<file path="src/rmsn_pkg.sv">
`timescale 1ns / 1ps
`default_nettype none
package rmsn_pkg;
   localparam int RowLen = 64;
   localparam int IdxW = (RowLen > 1) ? $clog2(RowLen) : 1;
   localparam int ShiftLen = $clog2(RowLen);
   localparam logic [15:0] EpsReset = 16'd17;

   typedef enum logic [2:0] {
      ST_FILL, ST_DIV, ST_ROOT, ST_DOT, ST_EMIT
   } state_type;
endpackage
`default_nettype wire

</file>
<file path="src/rmsn_root.sv">
`timescale 1ns / 1ps
`default_nettype none
// iterative unit: 61-bit restoring divide 2^60/m, then 31-step root search
module rmsn_root (
   input  wire         clock,
   input  wire         reset,
   input  wire         start,
   input  wire [47:0]  m_val,
   output logic        done,
   output logic [30:0] inv_q
);
   import rmsn_pkg::*;

   logic [1:0]  ph_ff, ph_in;
   logic [5:0]  cnt_ff, cnt_in;
   logic [47:0] den_ff, den_in;
   logic [48:0] rem_ff, rem_in;
   logic [60:0] quo_ff, quo_in;
   logic [30:0] r_ff, r_in;
   logic [30:0] cand;
   logic [61:0] sq;
   logic [48:0] sh;
   logic        done_in, done_ff;

   // squaring a 31-bit candidate per step; one multiplier
   assign cand = r_ff | (31'd1 << cnt_ff[4:0]);
   assign sq   = {31'd0, cand} * {31'd0, cand};
   assign sh   = {rem_ff[47:0], quo_ff[60]};

   always_comb begin
      ph_in = ph_ff; cnt_in = cnt_ff; den_in = den_ff; rem_in = rem_ff;
      quo_in = quo_ff; r_in = r_ff; done_in = 1'b0;
      case (ph_ff)
         2'd0: begin
            if (start) begin
               den_in = (m_val == 48'd0) ? 48'd1 : m_val;
               rem_in = '0;
               quo_in = 61'd1 << 60;
               cnt_in = 6'd60;
               ph_in  = 2'd1;
            end
         end
         2'd1: begin
            if (sh >= {1'b0, den_ff}) begin
               rem_in = sh - {1'b0, den_ff};
               quo_in = {quo_ff[59:0], 1'b1};
            end else begin
               rem_in = sh;
               quo_in = {quo_ff[59:0], 1'b0};
            end
            if (cnt_ff == 6'd0) begin
               ph_in = 2'd2; cnt_in = 6'd30; r_in = '0;
            end else begin
               cnt_in = cnt_ff - 6'd1;
            end
         end
         2'd2: begin
            if (sq <= {1'b0, quo_ff}) r_in = cand;
            if (cnt_ff == 6'd0) begin
               ph_in = 2'd0; done_in = 1'b1;
            end else begin
               cnt_in = cnt_ff - 6'd1;
            end
         end
         default: ph_in = 2'd0;
      endcase
   end

   always_ff @(posedge clock) begin
      if (reset) begin
         ph_ff <= 2'd0; done_ff <= 1'b0;
      end else begin
         ph_ff <= ph_in; done_ff <= done_in;
      end
      cnt_ff <= cnt_in; den_ff <= den_in; rem_ff <= rem_in;
      quo_ff <= quo_in; r_ff <= r_in;
   end

   assign done  = done_ff;
   assign inv_q = r_ff;
endmodule
`default_nettype wire

</file>
<file path="config.mk">
export PLATFORM = sky130hd
export DESIGN_NAME = rmsn_root
export DESIGN_NICKNAME = d
export VERILOG_FILES = /design/src/rmsn_pkg.sv /design/src/rmsn_root.sv
export SDC_FILE = /design/constraint.sdc
export NUM_CORES = 2
export LEC_CHECK = 0
export BUFFER_PORTS_ARGS = -buffer_cell sky130_fd_sc_hd__buf_2
export CAP_MARGIN = 25
export CORE_UTILIZATION = 41
export CTS_BUF_LIST = sky130_fd_sc_hd__clkbuf_16
export DETAILED_ROUTE_END_ITERATION = 7
export GPL_ROUTABILITY_DRIVEN = 0
export PLACE_DENSITY = 0.64
export SLEW_MARGIN = 20
export SYNTH_ARGS = -nofsm -noshare
export SYNTH_HDL_FRONTEND = slang
export SYNTH_SLANG_ARGS = --single-unit
</file>
<file path="constraint.sdc">
create_clock -name clock -period 20.3 [get_ports clock]
set_input_delay 2.03 -clock clock [delete_from_list [all_inputs] [get_ports clock]]
set_output_delay 2.03 -clock clock [all_outputs]
set_load 0.05 [all_outputs]
</file>
# == Word-level counts from Yosys, hierarchy flattened ==
# Index checks and enable logic that the tools add are counted.
# Widths: inputs -> output; s select.
# totals
register_bits,197
inputBits,51
output_inout_bits,32
# op_classes
add_sub_neg,2
n_mul,1
magnitude_cmp,2
n_eq_ne,7
shifts,1
mux,18
n_bitwise,2
n_reduce_logical,12
# ops
cell,n
$pmux 61 s2,1
$mux 48,2
$pmux 48 s2,1
$le 62x61->1,1
$mul 31x31->62,1
$mux 31,2
$pmux 31 s2,1
$mux 61,1
$ge 49x48->1,1
$logic_not 48->1,1
$sub 48x48->48,1
$or 31x31->31,1
$shl 1x5->31 const A,1
$mux 6,3
$pmux 6 s3,1
$ne 2x2->1 const B,5
$reduce_and 3->1,3
$logic_not 6->1,1
$mux 2,3
$pmux 2 s3,1
$sub 6x1->6 const B,1
$reduce_and 2->1,2
$reduce_bool 2->1,2
$reduce_bool 3->1,1
6 further kinds,7

# == Logic depth before layout (Yosys ltp) ==
# logic_depth
depth_word,6
mapped_depth,46
depth_no_buf,43

# == Least setup slack after synthesis ==
# No wires, ideal clock.
# synth_timing
path_kind,reg-to-reg
startpoint,register cnt_ff[0]
endpoint,"register r_ff[0], in the netlist inv_q[0], enable pin"
setup_ns,0.467
arrival_ns,12.052
slack_ns,7.781
path_stages_with_launch,42
path_cell_list,edfxtp_1 inv_1 ha_1 clkbuf_1 nor2b_1 a21o_1 clkbuf_1 inv_1 buf_1 nor2_1 fa_1 fa_1 inv_1 fa_1 inv_1 fa_1 inv_1 fa_1 [6 not listed] nand4_1 nor2_1 nand4_1 a211oi_1 nor3_2 o311ai_1 a31o_2 a21oi_1 a311o_1 xnor2_1 ha_1 nand4_1 or2_2 or3_1 nor3_1 nor3b_1 o21a_1 a211oi_1
# synth_via
elab_chain_len,6
word_cells_on_any_way,8
classes_between,mul (1); order compare (1); eq/ne (2); shift (1); bitwise (1); reduce/logical (2)
# synth_lines
element,line,source
"start, declared",rmsn_root.sv:15,"logic [5:0] cnt_ff, cnt_in;"
"start signal, assigned",rmsn_root.sv:75,cnt_ff <= cnt_in; den_ff <= den_in; rem_ff <= rem_in;
$shl 1x5->31,rmsn_root.sv:26,assign cand = r_ff | (31'd1 << cnt_ff[4:0]);
$or 31x31->31,rmsn_root.sv:26,
$mul 31x31->62,rmsn_root.sv:27,"assign sq = {31'd0, cand} * {31'd0, cand};"
$le 62x61->1,rmsn_root.sv:58,"if (sq <= {1'b0, quo_ff}) r_in = cand;"
$ne 2x2->1 (no source line),--,
$reduce_and 3->1 (no source line) (*),--,
"end signal, assigned",rmsn_root.sv:76,quo_ff <= quo_in; r_ff <= r_in;
"end, declared",rmsn_root.sv:19,"logic [30:0] r_ff, r_in;"
# Mark *: on every way between the ends. The rest lies on a longest branch, timed or not.
# A chain may end at the register's enable or synchronous reset.

# == Final worst setup path ==
# layout_timing
startpoint,register cnt_ff[1]
endpoint,"register r_ff[15], in the netlist inv_q[15], enable pin"
# Same word-level chain as after synthesis.

==> impl_metrics.tcl <==
set metrics [dict create \
    outcome "completed" \
    ant_nets 0 \
    synth_area_leaders "fa_1 38%, edfxtp_1 15%, ha_1 12%" \
    multi_input_area_um2 28700 \
    cp.required_ps 20470 \
    crit_end "inv_q[15]" \
    max-slew-margin-rel_pct 30.3 \
    nFillCells 9130 \
    initial_utilization_pct 41.4 \
    synth_nets 5376 \
    grt_pass1_vias 30400 \
    wire_per_inst_um 20.3 \
    drt-pass1-iter-count 8 \
    fp.dieArea_um2 97000 \
    synth_xor_area_share_pct 2.43 \
    yosys.area_share.simple_pct 11.4 \
    start_kind "flop" \
    r2r_start "cnt_ff[1]" \
    post-route-period-util_pct 64.3 \
    synth_edf_count 194 \
    yosys.area.top_type "fa_1" \
    cts_root_buffer "clkbuf_16" \
    syn_inst 4196 \
    synth_top_area_share_pct 38.5 \
    antenna_found_initial 5 \
    synth.distinct_cells 79 \
    hp-class "reg2reg" \
    setup.worst_path.start "cnt_ff[1]" \
    overflow 0 \
    critPathMaxStageDelay_ps 850 \
    initialDrtViolationCount 2269 \
    synth-seq-cells 197 \
    fin_skew_ps 14.0 \
    critPathMaxFanout 31 \
    finalMaxSlewViolations 0 \
    rsz0062_at_grt "no" \
    yosysWarningCount 0 \
    drive_above_1_share_pct 5.60 \
    grt_pass1_wl_um 175000 \
    cap_violations 0 \
    async_flop_share_pct 0 \
    cts_max_level 4 \
    final.min_clock_period_ps 13040 \
    die_w_um 311 \
    setup_viol 0 \
    nets 5349 \
    hold_viol_final 0 \
    clock_latency_ps 520 \
    cts_sinks 197 \
    crit_top_cell "fa_1" \
    yosysSeqAreaShare_pct 15.0 \
    synth_fa_ha_area_share_pct 50.4 \
    routed-via-count 28700 \
    synth_compound_area_share_pct 7.76 \
    cp.arrival_ps 13220 \
    regToRegSetupSlack_ps 7260 \
    synth.avg_cell_area_um2 9.36 \
    numPortBuffers 82 \
    synth_top_family_by_area "adder cells" \
    critical-path-slowest-cell "nor4_1" \
    tightest_slew_ps 1040 \
    core_um2 94900 \
    cts_tree "built" \
    wl_um 111000 \
    fmax_mhz 76.7 \
    row_count 113 \
    timing.setup.tns_ps 0 \
    ys.flop_type "edfxtp_1" \
    cts.reportedPaths.clkPinSlew_ps 90 \
    worst_setup_path_end_kind "flop" \
    fin_util_pct 44.0 \
    drc 0 \
    seqCellArea_um2 5890 \
    clockBufferDepth 2 \
    cts_resized 0 \
    grt_max_degree 63 \
    dp_hpwl_um 87300 \
    r2r-end "inv_q[15]" \
    ios 83 \
    critical_path_class "reg2reg" \
    synth_area_um2 39300 \
    die_y_um 311 \
    r2r_cells 38 \
    synth_mux_area_share_pct 0.895 \
    grtUsageTotal_pct 23.7 \
    area_delta_synth_final_pct 6.30 \
    via_per_inst 5.28 \
    hold_buffers 0 \
    postCtsSetupBuffers 0 \
    numCtsBuffers 17 \
]
[critical path: cells and delay by family, from the launching register on]
| family | cells | cell delay [ps] |
|---|---|---|
| compound gates | 7 | 1520 |
| xor+xnor | 1 | 110 |
| flops | 1 | 450 |
| simple gates | 11 | 3540 |
| buf+inv | 8 | 1520 |
| fa+ha+maj | 11 | 5460 |
[Yosys cell counts (6+ instances only)]
cell       instances
inv_1           1058
fa_1             755
nor2_1           398
ha_1             374
nand2_1          333
edfxtp_1         194
clkbuf_1         155
a21oi_1          132
o21ai_0           73
xnor2_1           73
a21o_1            67
nand3_1           47
and2_1            43
xor2_1            36
mux2i_1           34
nand4_1           30
nor3_1            30
nor2b_1           27
a31oi_1           25
buf_1             24
o21a_1            23
nor4_1            22
a31o_2            18
and3_1            14
nand2b_1          14
a211oi_1          13
buf_2             11
o211ai_1          10
and4_1             9
o21bai_1           9
nor3b_1            8
o31ai_1            8
a21boi_0           7
o31a_1             7
or2_2              7
clkinv_1           6
nand3b_1           6
o2111ai_1          6
or3_1              6
[metrics by stage]
step	instance area, um^2	hold slack (ps)	cells	worst slack, ps
2_1_floorplan	39300	496	4196	7780
3_3_place_gp	41100	528	5415	7670
3_5_place_dp	41100	536	5415	7620
4_1_cts	41700	558	5447	7540
5_1_grt	41700	580	5447	6830
6_report	41700	556	5449	7260
[worst min-delay path by stage]
stage                 end  cells after the start  slack [ps]        from
4_1_cts         quo_ff[6]                      2         560   quo_ff[5]
3_5_place_dp    quo_ff[7]                      2         540   quo_ff[6]
6_report        quo_ff[7]                      2         560   quo_ff[6]
2_1_floorplan  quo_ff[60]                      2         500  quo_ff[59]
3_3_place_gp   quo_ff[60]                      2         530  quo_ff[59]
5_1_grt          ph_ff[0]                      2         580    ph_ff[0]
[placed cells by master (no fill, tap or decap), types with 9 or more instances in the layout]
master     count
nand2b_1      14
o211ai_1      10
a31o_2        18
buf_4         65
clkbuf_16     17
and2_1        42
nor3_1        30
nand2_1      333
nor2_1       398
a21oi_1      131
a31oi_1       19
buf_2         82
ha_1         374
edfxtp_1     194
o21a_1        23
a211oi_1      12
xnor2_1       73
nor2b_1       27
inv_1       1058
nor4_1        22
a21o_1        67
and3_1        14
nand4_1       30
and4_1         9
o21ai_0       73
mux2i_1       34
nand3_1       47
xor2_1        36
fa_1         755
[flip-flops by register name, indices dropped and copies added (netlist names)]
register	count
cnt_ff	6
den_ff	48
done	1
inv_q	31
ph_ff	2
quo_ff	61
rem_ff	48
[cell type report]
type	count	area share (%)
diodes	2	0.0120
clock buffers	17	1.02
clock inverters	15	0.534
inverters	1065	9.58
multi-input cells	2741	68.8
flip-flops and latches	197	14.1
well taps	1265	3.79
repair buffers	147	2.15
[layer usage]
| layer | vias up | GRT usage (%) | wire length, um |
|---|---|---|---|
| li1 | 12900 | - | - |
| met5 | - | 0 | 45 |
| met4 | 8 | 8.40 | 4230 |
| met3 | 245 | 4.62 | 9390 |
| met1 | 14500 | 31.2 | 44800 |
| met2 | 1076 | 38.9 | 52300 |
[logic make-up after synthesis]
kind of cell	after synthesis
buf+inv	1258
mux	35
simple gates	1010
flops	197
fa+ha+maj	1129
xor+xnor	109
compound gates	458
Power is left out: the tool's default activity adds up to more than one toggle a clock period on the data nets, which glitch-free logic cannot reach.
