==> src/rmsn_ram.sv <==
`timescale 1ns / 1ps
`default_nettype none
module rmsn_ram #(
   parameter int Width = 16,
   parameter int Depth = 64
) (
   input  wire                      clock,
   input  wire                      wr_en,
   input  wire [$clog2(Depth)-1:0]  wr_addr,
   input  wire [Width-1:0]          wr_data,
   input  wire [$clog2(Depth)-1:0]  rd_addr,
   output logic [Width-1:0]         rd_data
);
   logic [Width-1:0] mem [Depth];

   always_ff @(posedge clock) begin
      if (wr_en) begin
         mem[wr_addr] <= wr_data;
      end
      rd_data <= mem[rd_addr];
   end
endmodule
`default_nettype wire

==> config.mk <==
export PLATFORM = sky130hd
export DESIGN_NAME = rmsn_ram
export DESIGN_NICKNAME = d
export VERILOG_FILES = /design/src/rmsn_ram.sv
export SDC_FILE = /design/constraint.sdc
export NUM_CORES = 1
export LEC_CHECK = 0
export BUFFER_PORTS_ARGS = -buffer_cell sky130_fd_sc_hd__buf_2
export CAP_MARGIN = 15
export CORE_ASPECT_RATIO = 1.2
export CORE_MARGIN = 3
export CORE_UTILIZATION = 45
export CTS_CLUSTER_SIZE = 24
export DETAILED_ROUTE_END_ITERATION = 8
export RECOVER_POWER = 25
export SLEW_MARGIN = 30
export SYNTH_ARGS = -nofsm -noshare
export SYNTH_HDL_FRONTEND = slang
export SYNTH_SLANG_ARGS = --single-unit
==> constraint.sdc <==
create_clock -name clock -period 2.7 [get_ports clock]
set_input_delay 0.675 -clock clock [delete_from_list [all_inputs] [get_ports clock]]
set_output_delay 0.675 -clock clock [all_outputs]
set_load 0.005 [all_outputs]
# ---- Yosys cells after proc, flatten, opt, wreduce, memory -nomap -nowiden
# Memories as Yosys holds them, arrays and structs flattened. A register that Yosys moved wholly into a read port is not among the register bits.
# Cells that the tools add are included.
dict set report word_totals {
  ram_bits 1024
  register_bits 0
  word_cells 3
  in_bits 30
  memories 1
}
# name depth width rd rd_ports_with_merged_regs write_ports line
set memory_table {}
lappend memory_table {mem 64 16 1 1 1 14} ;# logic [Width-1:0] mem [Depth];
dict set report classes {
  mux 2
}
# op count
set op_table {}
lappend op_table {{$mux 1} 2}

# ---- Longest topological paths before layout
# Gate-level depths: netlist of run 1.
dict set report logic_depth {
  word_depth 2
  mapped_depth 10
}

# ---- Worst setup path before layout of run 1
# No wires, ideal clock.
dict set report synth_path {
  path_kind {input to register}
  from {input port wr_addr[3]}
  to {memory mem[48][0], enable pin}
  path_buffers 1
  path_slack_ps -10
  cell_stages 4
  t_arrival_ps 2301
  path_cell_list {clkbuf_1 -> nor2b_1 -> nand4b_1 -> nor3_1}
}
# item line
set synth_lines {}
lappend synth_lines {{from (decl)} 9} ;# input wire [$clog2(Depth)-1:0] wr_addr,
lappend synth_lines {{to (decl)} 14}
# No word-level cell before the write port.

==> flow_metrics.env, run 1 <==
export IMPL_crit_arrival_ps=3030
export IMPL_area_growth_pct=16.4
export IMPL_report_power_total_mw=33.4
export IMPL_drc=0
export IMPL_hold_viol_final=0
export IMPL_grt_overflow=0
export IMPL_netlist_instances=1829
export IMPL_portBuffers=45
export IMPL_yosys_area_top_type="edfxtp_1"
export IMPL_dr_total_vias=19568
export IMPL_syn_nets=1859
export IMPL_cts_hold_buf=0
export IMPL_final_period_utilization=0.933
export IMPL_ys_async_sr_fraction=0
export IMPL_final_area_um2=46600
export IMPL_path_clk_slew_ps=60
export IMPL_clock_latency_ps=670
export IMPL_drive_gt1_frac=0.309
export IMPL_synth_xor_area_frac=0
export IMPL_setup_viol=0
export IMPL_slew_headroom=-0.288
export IMPL_irDropWorstVdd_mv=0.479
export IMPL_violations="capacitance limit, slew limit"
export IMPL_drv_slew=228
export IMPL_routedWlPerCell_um=28.8
export IMPL_htreeDepth=3
export IMPL_synth_compound_area_frac=0.0241
export IMPL_vias_per_cell=5.86
export IMPL_drtIter0Drc=2020
export IMPL_ant_nets=0
export IMPL_startpoint_type="input pin"
export IMPL_rows=119
export IMPL_drv_cap=6
export IMPL_routed_wl_mm=96.2
export IMPL_placed_cells=3164
export IMPL_fin_nets=2142
export IMPL_fmax_ghz=0.397
export IMPL_worst_ep_required_time_ps=3210
export IMPL_rsz0062_at_grt="no"
export IMPL_synth_adder_area_share=0
export IMPL_grt_pass1_wl_mm=140
export IMPL_antenna_found_initial=8
export IMPL_min_period_ps=2520
export IMPL_yosysUniqueCellTypes=43
export IMPL_synth_edf_count=1024
export IMPL_cts_tree="yes"
export IMPL_fin_util=0.530
export IMPL_fp_coreArea_um2=88000
export IMPL_synth_mux_area_frac=0.155
export IMPL_critPathMaxFanout=16
export IMPL_place_area_um2=43500
export IMPL_place_hpwl_mm=61.2
export IMPL_final_cell_mix="1024 x edfxtp_1, 220 x mux4_2, 186 x buf_4"
export IMPL_synth_ff_type="edfxtp_1"
export IMPL_layout_commonest_cell="edfxtp_1"
export IMPL_grt_max_degree=65
export IMPL_stdcell_count=3340
export IMPL_dieWidth_um=278
export IMPL_numCtsBuffers=95
export IMPL_cts_root_buf="clkbuf_16"
export IMPL_hold_path_class="input pin to register"
export IMPL_yosys_area_share_simple=0.0265
export IMPL_grt_pass1_vias=20188
export IMPL_yosysSeqAreaShare=0.776
export IMPL_leakage_nw=15.0
export IMPL_dieHeight_um=333
export IMPL_syn_avg_cell_area_um2=21.9
export IMPL_tns_ps=0
export IMPL_rrSetupSlack_ps=440
export IMPL_worst_slew_pin_slew_ps=1930
export IMPL_ys_top_cells_by_area="edfxtp_1 77%, mux4_2 12%, mux2i_1 2.1%, dfxtp_1 0.80%, mux2_2 0.76%"
export IMPL_skew_ps=35.4
export IMPL_crit_type="input pin to register"
export IMPL_power_density_nw_per_um2=718
export IMPL_synth_seq_cells=1040
export IMPL_clk_path_buf_depth=3
export IMPL_postCtsSetupBuffers=0
export IMPL_io_pins=46
export IMPL_synth_area_um2=40000
export IMPL_synth_top_family_by_area="multiplexers"
export IMPL_firstDrtPassIters=8
export IMPL_postCtsResizedCells=0
export IMPL_die_area_um2=92600
export IMPL_grt_util_all_layers=0.210
export IMPL_start_util=0.455
export IMPL_crit_path_end_kind="register"
export IMPL_ys_warn_count=0
export IMPL_place_gp_congestion=0.843
export IMPL_status="finished with violations"
export IMPL_synth_top_cell_area_share=0.768
export IMPL_cts_sinks=1040
[cell families after synthesis]
logic type / after synthesis
flip-flops: 1040
multiplexers: 336
AND/OR/NAND/NOR: 220
AO/OA/AOI/OAI: 129
buffers and inverters: 104
[cell usage after synthesis, types with 4 or more instances]
| library cell | count |
|---|---|
| a311oi_1 | 8 |
| buf_4 | 13 |
| a22oi_1 | 39 |
| nand3_1 | 24 |
| nand2_1 | 59 |
| buf_12 | 5 |
| a22o_1 | 6 |
| mux4_2 | 220 |
| clkbuf_1 | 24 |
| edfxtp_1 | 1024 |
| mux2_2 | 27 |
| a221o_1 | 6 |
| nand4_1 | 12 |
| a21oi_1 | 17 |
| nor2b_1 | 30 |
| a211oi_1 | 8 |
| buf_6 | 17 |
| a31oi_1 | 8 |
| mux2i_1 | 85 |
| a41oi_1 | 5 |
| o21ai_0 | 5 |
| buf_2 | 36 |
| and4_1 | 5 |
| nor2_1 | 72 |
| a221oi_1 | 16 |
| dfxtp_1 | 16 |
| a211o_1 | 8 |
| mux4_1 | 4 |
[cell type report]
class,instances,area [µm²]
multi-input combinational,685,8250
timing repair buffer,290,2680
tap,1149,1440
clock buffer,116,2560
clock inverter,59,608
fill,6714,41400
sequential,1040,31100
antenna,1,2.50
[registers in the layout (all words and copies together) (netlist names)]
register and flops:
mem 1024, rd_data 16
[worst paths after layout]
kind / startpoint / endpoint / depth (start not counted)
min: wr_addr[1] / mem[48][6] / 3
min reg2reg: mem[38][14] / rd_data[14] / 4
max reg2reg: mem[11][11] / rd_data[11] / 5
max: rd_addr[0] / rd_data[11] / 7
[report_power, final]
group / total (mW) / leakage (nW) / internal [mW] / switching, mW
Combinational: 1.84 / 4.14 / 0.756 / 1.08
Clock: 13.7 / 1.54 / 7.89 / 5.78
Sequential: 17.9 / 9.35 / 17.9 / 0.0607
[worst max-delay path, stage by stage]
cell,delay (ps)
buf_8,220
buf_12,230
buf_4,190
mux4_2,500
a211o_1,380
a31oi_1,680
a311oi_1,110
[per-stage QoR]
step | hold WS (ps) | worst slack, ps
after floorplan | 750 | 67.2
after global placement | 876 | -590
after detailed placement | 886 | -642
after CTS | 418 | 69.9
after global routing | 656 | 38.7
final | 641 | 180
[per-layer routing]
metal / part of all wire / GRT usage / vias to the layer above
li1: - / - / 8237
met1: 0.40 / 0.282 / 10523
met2: 0.51 / 0.353 / 664
met3: 0.063 / 0.0347 / 138
met4: 0.027 / 0.0657 / 6
met5: 0.00049 / 0 / -
(Power assumes the default switching activity.)
==> run 2: changes to the inputs <==
--- a/config.mk
+++ b/config.mk
@@ -7,12 +7,12 @@
 export LEC_CHECK = 0
 export BUFFER_PORTS_ARGS = -buffer_cell sky130_fd_sc_hd__buf_2
 export CAP_MARGIN = 15
-export CORE_ASPECT_RATIO = 1.2
 export CORE_MARGIN = 3
 export CORE_UTILIZATION = 45
 export CTS_CLUSTER_SIZE = 24
 export DETAILED_ROUTE_END_ITERATION = 8
 export RECOVER_POWER = 25
+export REMOVE_ABC_BUFFERS = 1
 export SLEW_MARGIN = 30
 export SYNTH_ARGS = -nofsm -noshare
 export SYNTH_HDL_FRONTEND = slang
==> flow_metrics.env, run 2 (same netlist as run 1, synthesis figures left out) <==
export IMPL_cts_tree="yes"
export IMPL_critPathMaxFanout=14
export IMPL_worstPathCellList="buf_8 > buf_4 > mux4_2 > nor2b_1 > a211o_1 > a31oi_1 > a311oi_1"
export IMPL_cts_root_buf="clkbuf_16"
export IMPL_crit_path_end_kind="register"
export IMPL_setup_viol=0
export IMPL_hold_viol_final=0
export IMPL_final_cell_mix="1024 x edfxtp_1, 220 x mux4_2, 201 x buf_4"
export IMPL_numCtsBuffers=104
export IMPL_routedWlPerCell_um=29.1
export IMPL_grt_pass1_vias=20064
export IMPL_layout_commonest_cell="edfxtp_1"
export IMPL_irDropWorstVdd_mv=0.656
export IMPL_rsz0062_at_grt="no"
export IMPL_path_clk_slew_ps=60
export IMPL_violations="capacitance limit, slew limit"
export IMPL_r2r_start="mem[7][11]"
export IMPL_leakage_nw=15.3
export IMPL_firstDrtPassIters=7
export IMPL_drive_gt1_frac=0.322
export IMPL_critPathSlowestCell="mux4_2"
export IMPL_placed_cells=3186
export IMPL_postCtsSetupBuffers=0
export IMPL_start_util=0.457
export IMPL_largest_reg_flops=1024
export IMPL_slowest_delay_ps=570
export IMPL_rows=108
export IMPL_routed_wl_mm=98.6
export IMPL_drc=0
export IMPL_crit_start="rd_addr[0]"
export IMPL_report_power_total_mw=34.4
export IMPL_power_density_nw_per_um2=730
export IMPL_dieHeight_um=304
export IMPL_fin_util=0.538
export IMPL_die_area_um2=92600
export IMPL_final_period_utilization=0.854
export IMPL_startpoint_type="input pin"
export IMPL_status="finished with violations"
export IMPL_grt_util_all_layers=0.214
export IMPL_ant_nets=0
export IMPL_drv_slew=522
export IMPL_dr_total_vias=19767
export IMPL_worst_slew_pin_slew_ps=1800
export IMPL_postCtsResizedCells=0
export IMPL_worst_ep_required_time_ps=3230
export IMPL_drtIter0Drc=1846
export IMPL_crit_type="input pin to register"
export IMPL_grt_max_degree=65
export IMPL_stdcell_count=3382
export IMPL_area_growth_pct=17.6
export IMPL_place_hpwl_mm=61.6
export IMPL_slew_headroom=-0.200
export IMPL_skew_ps=23.5
export IMPL_place_gp_congestion=0.900
export IMPL_dieWidth_um=304
export IMPL_hold_path_class="input pin to register"
export IMPL_portBuffers=45
export IMPL_grt_pass1_wl_mm=144
export IMPL_crit_arrival_ps=2830
export IMPL_fmax_ghz=0.434
export IMPL_io_pins=46
export IMPL_grt_overflow=0
export IMPL_vias_per_cell=5.84
export IMPL_reg_top3="mem: 1024 flops, rd_data: 16 flops"
export IMPL_drv_cap=8
export IMPL_fp_coreArea_um2=87600
export IMPL_htreeDepth=3
export IMPL_fin_nets=2167
export IMPL_min_from="wr_data[14]"
export IMPL_cts_hold_buf=0
export IMPL_clock_latency_ps=670
export IMPL_largest_register="mem"
export IMPL_antenna_found_initial=5
export IMPL_min_period_ps=2300
export IMPL_cts_sinks=1040
export IMPL_clk_path_buf_depth=3
==> run 2: final timing paths <==
path              depth (start not counted)  slack [ps]           to
setup / recovery                          7         400  rd_data[11]
hold / removal                            1         560  mem[46][14]
setup reg to reg                          6         650  rd_data[11]
hold reg to reg                           3         890   rd_data[3]
==> run 2: metrics by stage <==
step / instance area [µm²] / hold WS, ps / setup slack, ps / setup TNS [ps]
final: 47100 / 558 / 395 / 0
after global routing: 47100 / 554 / 315 / 0
after CTS: 47200 / 426 / 426 / 0
after detailed placement: 43700 / 877 / -259 / -2540
after global placement: 43700 / 871 / -235 / -2050
after floorplan: 39300 / 760 / 143 / 0
==> run 2: final cells by class <==
class | instances | area (µm²)
flip-flops and latches | 1040 | 31100
repair buffers | 306 | 2840
fillers | 6646 | 40500
clock inverters | 67 | 733
well taps | 1155 | 1450
multi-input cells | 685 | 8250
diodes | 4 | 10.0
clock buffers | 125 | 2750
==> run 2: routing by layer <==
layer	share of wire	GRT usage	routed length (µm)
met1	0.42	0.309	41800
met2	0.48	0.342	47600
met3	0.071	0.0390	7000
met4	0.022	0.0506	2220
met5	0.00013	0	13
==> run 2: critical path, delay by kind of cell <==
| kind | cells | cell delay (ps) |
|---|---|---|
| compound gates | 3 | 850 |
| buf+inv | 2 | 540 |
| simple gates | 1 | 160 |
| mux | 1 | 570 |
==> run 2: power breakdown <==
group,switching [mW],leakage (nW),internal [mW]
logic,1.12,4.26,0.766
registers,0.0732,9.35,17.9
clock network,5.95,1.70,8.59
